`config.mk`:
```
export PLATFORM = sky130hd
export DESIGN_NAME = pattern_count_soft_breaks
export DESIGN_NICKNAME = d
export VERILOG_FILES = /design/src/hdl/pcsb_pkg.sv /design/src/hdl/pattern_count_soft_breaks.sv /design/src/hdl/pcsb_cell.sv
export VERILOG_INCLUDE_DIRS = /design/src /design/src/hdl
export SDC_FILE = /design/constraint.sdc
export NUM_CORES = 1
export LEC_CHECK = 0
export BUFFER_PORTS_ARGS = -buffer_cell sky130_fd_sc_hd__clkbuf_2
export CAP_MARGIN = 40
export CELL_PAD_IN_SITES_DETAIL_PLACEMENT = 0
export CELL_PAD_IN_SITES_GLOBAL_PLACEMENT = 1
export CORE_MARGIN = 2
export CORE_UTILIZATION = 36
export DETAILED_ROUTE_END_ITERATION = 12
export PLACE_DENSITY = 0.74
export SYNTH_ARGS = -nofsm -noshare
export SYNTH_HDL_FRONTEND = slang
export SYNTH_HIERARCHICAL = 1
export SYNTH_SLANG_ARGS = --single-unit
```
`constraint.sdc`:
```
create_clock -name clk -period 9 [get_ports clk]
set_input_delay 2.25 -clock clk [delete_from_list [all_inputs] [get_ports clk]]
set_output_delay 2.25 -clock clk [all_outputs]
set_load 0.03 [all_outputs]
```
`src/hdl/pattern_count_soft_breaks_assert.svh`:
```
// ---------------------------------------------------------------------------
// pattern_count_soft_breaks_assert.svh
// Assertion macros used by the pattern counter RTL.
// ---------------------------------------------------------------------------
`ifndef PATTERN_COUNT_SOFT_BREAKS_ASSERT_SVH
`define PATTERN_COUNT_SOFT_BREAKS_ASSERT_SVH

// clocked check, off while in reset
`define PCSB_ASSERT(lbl, prop, msg) \
	lbl: assert property (@(posedge clk) disable iff (!arst_n) prop) else $error(msg);

// clocked check, also during reset
`define PCSB_ASSERT_ALWAYS(lbl, prop, msg) \
	lbl: assert property (@(posedge clk) prop) else $error(msg);

`endif

```
`src/hdl/pcsb_pkg.sv`:
```
// ---------------------------------------------------------------------------
// pcsb_pkg
// Types and constants of the pattern counter with soft line breaks.
// ---------------------------------------------------------------------------
`timescale 1ns / 1ps

package pcsb_pkg;

	localparam int REG_BYTES       = 16;
	localparam int DEF_MAX_PATTERN = 16;
	localparam int LEN_W           = 5;
	localparam int CFG_W           = 64;
	localparam int COUNT_W         = 32;

	localparam logic [7:0]         NEWLINE_BYTE = 8'h0A;
	localparam logic [7:0]         HYPHEN_BYTE  = 8'h2D;
	localparam logic [LEN_W-1:0]   LEN_RESET    = 5'd1;
	localparam logic [COUNT_W-1:0] COUNT_MAX    = '1;

	typedef enum logic [1:0] {
		REG_PAT_LOW  = 2'd0,
		REG_PAT_HIGH = 2'd1,
		REG_PAT_LEN  = 2'd2
	} cfg_reg_t;

	// per-beat data broadcast to every cell
	typedef struct packed {
		logic       adv;
		logic       last;
		logic       nl;
		logic       hy;
		logic [7:0] c;
	} bcast_t;

endpackage

```
`src/hdl/pattern_count_soft_breaks.sv`:
```
// ---------------------------------------------------------------------------
// pattern_count_soft_breaks
// Counts pattern matches in a byte stream, skipping soft line breaks.
// ---------------------------------------------------------------------------
// One text byte is taken every clock cycle unless the input is stalled; its
// result beat appears in the next cycle from the output register. The rate is
// set by the row of position cells, each of which updates its partial-match
// bit from its neighbor's bit and the broadcast byte. The input is stalled
// only while a result beat sits in the output register and the result side stalls.
// Pattern registers may be written only when no beat is in flight.
`timescale 1ns / 1ps

`include "pattern_count_soft_breaks_assert.svh"

module pattern_count_soft_breaks import pcsb_pkg::*; #(
	parameter int MAX_PATTERN = DEF_MAX_PATTERN
) (
	input  logic               clk,
	input  logic               arst_n,
	input  logic               text_valid,
	output logic               text_stall,
	input  logic [7:0]         text_byte,
	input  logic               end_of_text,
	output logic               result_valid,
	input  logic               result_stall,
	output logic               match_here,
	output logic [COUNT_W-1:0] match_count,
	output logic               text_done,
	input  logic               cfg_wr_en,
	input  logic [1:0]         cfg_index,
	input  logic [CFG_W-1:0]   cfg_data
);

	localparam int NCELL = (MAX_PATTERN < REG_BYTES) ? MAX_PATTERN : REG_BYTES;

	logic [CFG_W-1:0]   pat_low_q;
	logic [CFG_W-1:0]   pat_high_q;
	logic [LEN_W-1:0]   len_q;
	logic [LEN_W-1:0]   len_used;
	logic [2*CFG_W-1:0] pat_all;

	logic [COUNT_W-1:0] cnt_q;
	logic [COUNT_W-1:0] cnt_d;
	logic               valid_q;
	logic               hit_q;
	logic [COUNT_W-1:0] count_q;
	logic               done_q;

	logic               acc;
	logic               hit;
	bcast_t             bc;

	logic [NCELL-1:0]   eq;
	logic [NCELL-1:0]   act;
	logic [NCELL-1:0]   pend;
	logic [NCELL-1:0]   done;
	logic [NCELL:0]     eq_ext;
	logic [NCELL:0]     act_ext;

	// configuration
	always_ff @(posedge clk or negedge arst_n) begin
		if (!arst_n) begin
			pat_low_q  <= '0;
			pat_high_q <= '0;
			len_q      <= LEN_RESET;
		end else if (cfg_wr_en) begin
			case (cfg_reg_t'(cfg_index))
				REG_PAT_LOW:  pat_low_q  <= cfg_data;
				REG_PAT_HIGH: pat_high_q <= cfg_data;
				REG_PAT_LEN:  len_q      <= cfg_data[LEN_W-1:0];
				default: ;
			endcase
		end
	end

	assign len_used = (len_q > LEN_W'(NCELL)) ? LEN_W'(NCELL) : len_q;
	assign pat_all  = {pat_high_q, pat_low_q};

	// handshake
	assign text_stall = valid_q && result_stall;
	assign acc        = text_valid && !text_stall;

	assign bc.adv  = acc;
	assign bc.last = end_of_text;
	assign bc.nl   = (text_byte == NEWLINE_BYTE);
	assign bc.hy   = (text_byte == HYPHEN_BYTE);
	assign bc.c    = text_byte;

	// cell row; a match may not start on a newline
	assign act_ext[0]     = !bc.nl;
	assign eq_ext[NCELL]  = 1'b0;

	for (genvar j = 0; j < NCELL; j++) begin : g_cell
		pcsb_cell u_cell (
			.clk      (clk),
			.arst_n   (arst_n),
			.bc       (bc),
			.pat_byte (pat_all[8*j +: 8]),
			.in_use   (LEN_W'(j) < len_used),
			.keep     (LEN_W'(j + 1) < len_used),
			.tail     (LEN_W'(j + 1) == len_used),
			.prev_act (act_ext[j]),
			.eq_next  (eq_ext[j+1]),
			.eq       (eq[j]),
			.act      (act[j]),
			.pend     (pend[j]),
			.done     (done[j])
		);
		assign eq_ext[j]    = eq[j];
		assign act_ext[j+1] = act[j];
	end

	assign hit   = |done;
	assign cnt_d = (hit && (cnt_q != COUNT_MAX)) ? cnt_q + 1'b1 : cnt_q;

	always_ff @(posedge clk or negedge arst_n) begin
		if (!arst_n) begin
			cnt_q <= '0;
		end else if (acc) begin
			cnt_q <= end_of_text ? '0 : cnt_d;
		end
	end

	// output register
	always_ff @(posedge clk or negedge arst_n) begin
		if (!arst_n) begin
			valid_q <= 1'b0;
		end else if (acc) begin
			valid_q <= 1'b1;
		end else if (!result_stall) begin
			valid_q <= 1'b0;
		end
	end

	always_ff @(posedge clk) begin
		if (acc) begin
			hit_q   <= hit;
			count_q <= cnt_d;
			done_q  <= end_of_text;
		end
	end

	assign result_valid = valid_q;
	assign match_here   = hit_q;
	assign match_count  = count_q;
	assign text_done    = done_q;

	`PCSB_ASSERT(a_hit_counts, valid_q && hit_q |-> count_q != '0, "match beat with zero count")
	`PCSB_ASSERT(a_eot_clears, acc && end_of_text |=> act == '0 && pend == '0 && cnt_q == '0, "state not cleared after end of text")
	`PCSB_ASSERT(a_pend_hyphen, acc && !bc.hy |=> pend == '0, "pending bit without hyphen")
	`PCSB_ASSERT(a_cnt_mono, acc && !end_of_text |=> cnt_q >= $past(cnt_q), "count decreased inside a text")
	`PCSB_ASSERT_ALWAYS(a_stall_src, text_stall |-> valid_q, "input stalled with empty output register")

endmodule

```
`src/hdl/pcsb_cell.sv`:
```
// ---------------------------------------------------------------------------
// pcsb_cell
// One pattern position: byte compare, partial-match and pending-hyphen bits.
// ---------------------------------------------------------------------------
`timescale 1ns / 1ps

module pcsb_cell import pcsb_pkg::*; (
	input  logic       clk,
	input  logic       arst_n,
	input  bcast_t     bc,
	input  logic [7:0] pat_byte,
	input  logic       in_use,
	input  logic       keep,
	input  logic       tail,
	input  logic       prev_act,
	input  logic       eq_next,
	output logic       eq,
	output logic       act,
	output logic       pend,
	output logic       done
);

	logic act_q;
	logic pend_q;
	logic raw;
	logic pend_d;

	assign eq     = in_use && (pat_byte == bc.c);
	assign raw    = (prev_act && eq) || (bc.nl && ((act_q && !eq_next) || pend_q));
	assign pend_d = bc.hy && act_q && !eq_next;
	assign done   = raw && tail;
	assign act    = act_q;
	assign pend   = pend_q;

	always_ff @(posedge clk or negedge arst_n) begin
		if (!arst_n) begin
			act_q  <= 1'b0;
			pend_q <= 1'b0;
		end else if (bc.adv) begin
			if (bc.last) begin
				act_q  <= 1'b0;
				pend_q <= 1'b0;
			end else begin
				act_q  <= raw && keep;
				pend_q <= pend_d && keep;
			end
		end
	end

endmodule
```
==> reports/qor.yml <==
cts:
  cts_max_level: 1
  cts_sinks: 232
  cts-root-buf: "clkbuf_16"
  clkLatencyLatePin_ns: 0.56
  cts_tree: "built"
  post_cts_resized: 0
  clk_pin_slew_ns: 0.06
  cts.path.max_buffers: 3
  cts_buffers: 27
  cts_hold_buf: 0
  post_cts_buffers: 0
synthesis:
  yosys_warnings: 6
  synth_cells: 1146
  synth.avg_cell_area_um2: 10.84
  synth_area_mm2: 0.01243
sta:
  slew_viol_final: 0
  whs_ns: 0.4958
  hold_viol: 0
  period_needed_ns: 6.146
  finClkSkew_ns: 0.01232
  fmax_mhz: 162.7
  tightest_slew_ns: 0.8589
  rsz0062_at_grt: "no"
  tns_ns: 0
  setup_violations: 0
  min_period_over_period_pct: 68.29
  relSlewSlack_pct: 42.74
floorplanning:
  start_util_pct: 36.24
  ios: 116
  rows: 68
  die_area_mm2: 0.03602
  core_region_area_mm2: 0.03429
  die_y_um: 189.8
  die_x_um: 189.8
power_and_ir_drop:
  p_per_area_mw_per_mm2: 201.2
  p_leak_nw: 6.211
  irDropWorstVdd_mv: 0.1629
worst_setup_path:
  cp_data_required_time_ns: 9.31
  path_class: "input port to register"
  cp.arrival_ns: 6.46
  cp_top_family: "simple AND/OR/NAND/NOR gates"
  reg2reg_slack_ns: 4.75
  slowest_stage: "o31a_1"
  worstSetupStartpointType: "input port"
  cp-end-kind: "register"
  worstReg2RegEnd: "match_count[15]$_DFFE_PP_"
  reg2reg_from: "len_q[4]$_DFFE_PN0P_"
  reg2regPathDepth: 16
  cp_num_buf_inv: 3
  cp_cell_sequence: "clkbuf_2, or4b_2, or4_1, inv_1, buf_16, o211ai_1, o21ai_1, nor4_1, a41oi_2, o31a_1, and3_1, xnor2_1"
  critPathMaxStageDelay_ns: 0.70
  path_max_fanout: 21
placed_design:
  portBuffers: 115
  place.gp.congestion: 0.8436
  postPlaceCellArea_mm2: 0.01355
  dp_hpwl_um: 21830
global_route:
  antenna_found_initial: 1
  grt_overflow: 0
  grt_pass1_vias: 9357
  grt_max_degree: 90
  grt_usage_pct: 17.82
  grt_pass1_wl_um: 51220
layout:
  n_fill_cell: 3337
  fin_nets: 1340
  drive_above_1_share_pct: 24.82
  finish.instance_area_mm2: 0.01442
  register_area_mm2: 0.005977
  n_antenna_cell: 0
  multi_input_area_mm2: 0.005973
  fin_util_pct: 42.04
  syn_to_final_growth_pct: 16.00
detailed_routing:
  drt_iter0_markers: 484
  avgRoutedWirePerCell_um: 18.20
  via_per_inst: 5.307
  drc: 0
  finalWirelength_um: 31530
  ant_nets: 0
  drtPass1Iterations: 5
  vias: 9192
worst_hold_path:
  hp-class: "register to register"
  holdPathStages: 2
  hold_end: "g_cell[15].u_cell/act$_DFFE_PN0P_"
  hp-start: "g_cell[15].u_cell/act$_DFFE_PN0P_"
status:
  status: "finished clean"
job:
  cap_violations: 0
[tightest hold or removal path, delay by kind of cell, from the launching register on]
family / cells / cell delay [ns]
flip-flops: 1 / 0.34
AO/OA/AOI/OAI: 2 / 0.12
[registers in the layout, summed over array words and instances (netlist names)]
name and count:
match_count 32, g_cell.u_cell/pend 16, g_cell.u_cell/act 16, pat_low_q 64
match_here 1, cnt_q 32, pat_high_q 64, len_q 5
text_done 1, result_valid 1
[worst max path at each step]
stage,start,depth (start not counted),end
after floorplan,result_stall,9,cnt_q[2]$_DFFE_PN0P_
after global placement,text_byte[3],11,cnt_q[3]$_DFFE_PN0P_
after detailed placement,text_byte[3],12,match_count[15]$_DFFE_PP_
after CTS,text_byte[3],12,match_count[15]$_DFFE_PP_
after global routing,text_byte[4],12,match_count[17]$_DFFE_PP_
final,text_byte[3],12,match_count[15]$_DFFE_PP_
[final cells by class]
class,instances,share of cell area [%]
Sequential cell,232,41.46
Multi-Input combinational cell,799,41.44
Timing Repair Buffer,129,5.312
Clock buffer,38,5.043
Tap cell,455,3.949
Inverter,70,1.840
Clock inverter,9,0.9548
[placed cells by master, fill, tap and decap left out, drive strengths merged, types with 5 or more instances in the layout]
cell type  count
dfrtp        197
clkbuf       153
mux2         133
xor2         116
inv           72
nand2         65
o21ai         56
nand4         54
nor2          48
xnor2         43
nor2b         37
nand3         36
edfxtp        34
nor3          29
nor4          28
o211ai        19
a21oi         19
o2111a        16
and3          14
buf           14
o311ai        10
and4           9
a31o           8
a22o           5
and2           5
[per-layer routing]
metal  track usage, %  vias up  share of wire (%)
met3            3.689       60                5.3
met1            23.83     4551                 46
li1                 -     4350                  -
met4            5.725        2                2.6
met5                0        -              0.041
met2            28.99      229                 46
[through the flow]
step | std cells | power (W) | setup WS [ns]
floorplan | 1147 | 0.001661 | 2.622
global route | 1732 | 0.003054 | 2.689
finish | 1732 | 0.002900 | 2.854
CTS | 1732 | 0.002942 | 2.945
global placement | 1680 | 0.001812 | 1.951
detailed placement | 1685 | 0.001832 | 2.364
[where the power goes]
group,internal (W),switching (W)
logic,0.000220,0.000255
clock network,0.000649,0.000444
registers,0.00121,0.000118
Note: power is estimated with default switching activity, not from simulation.
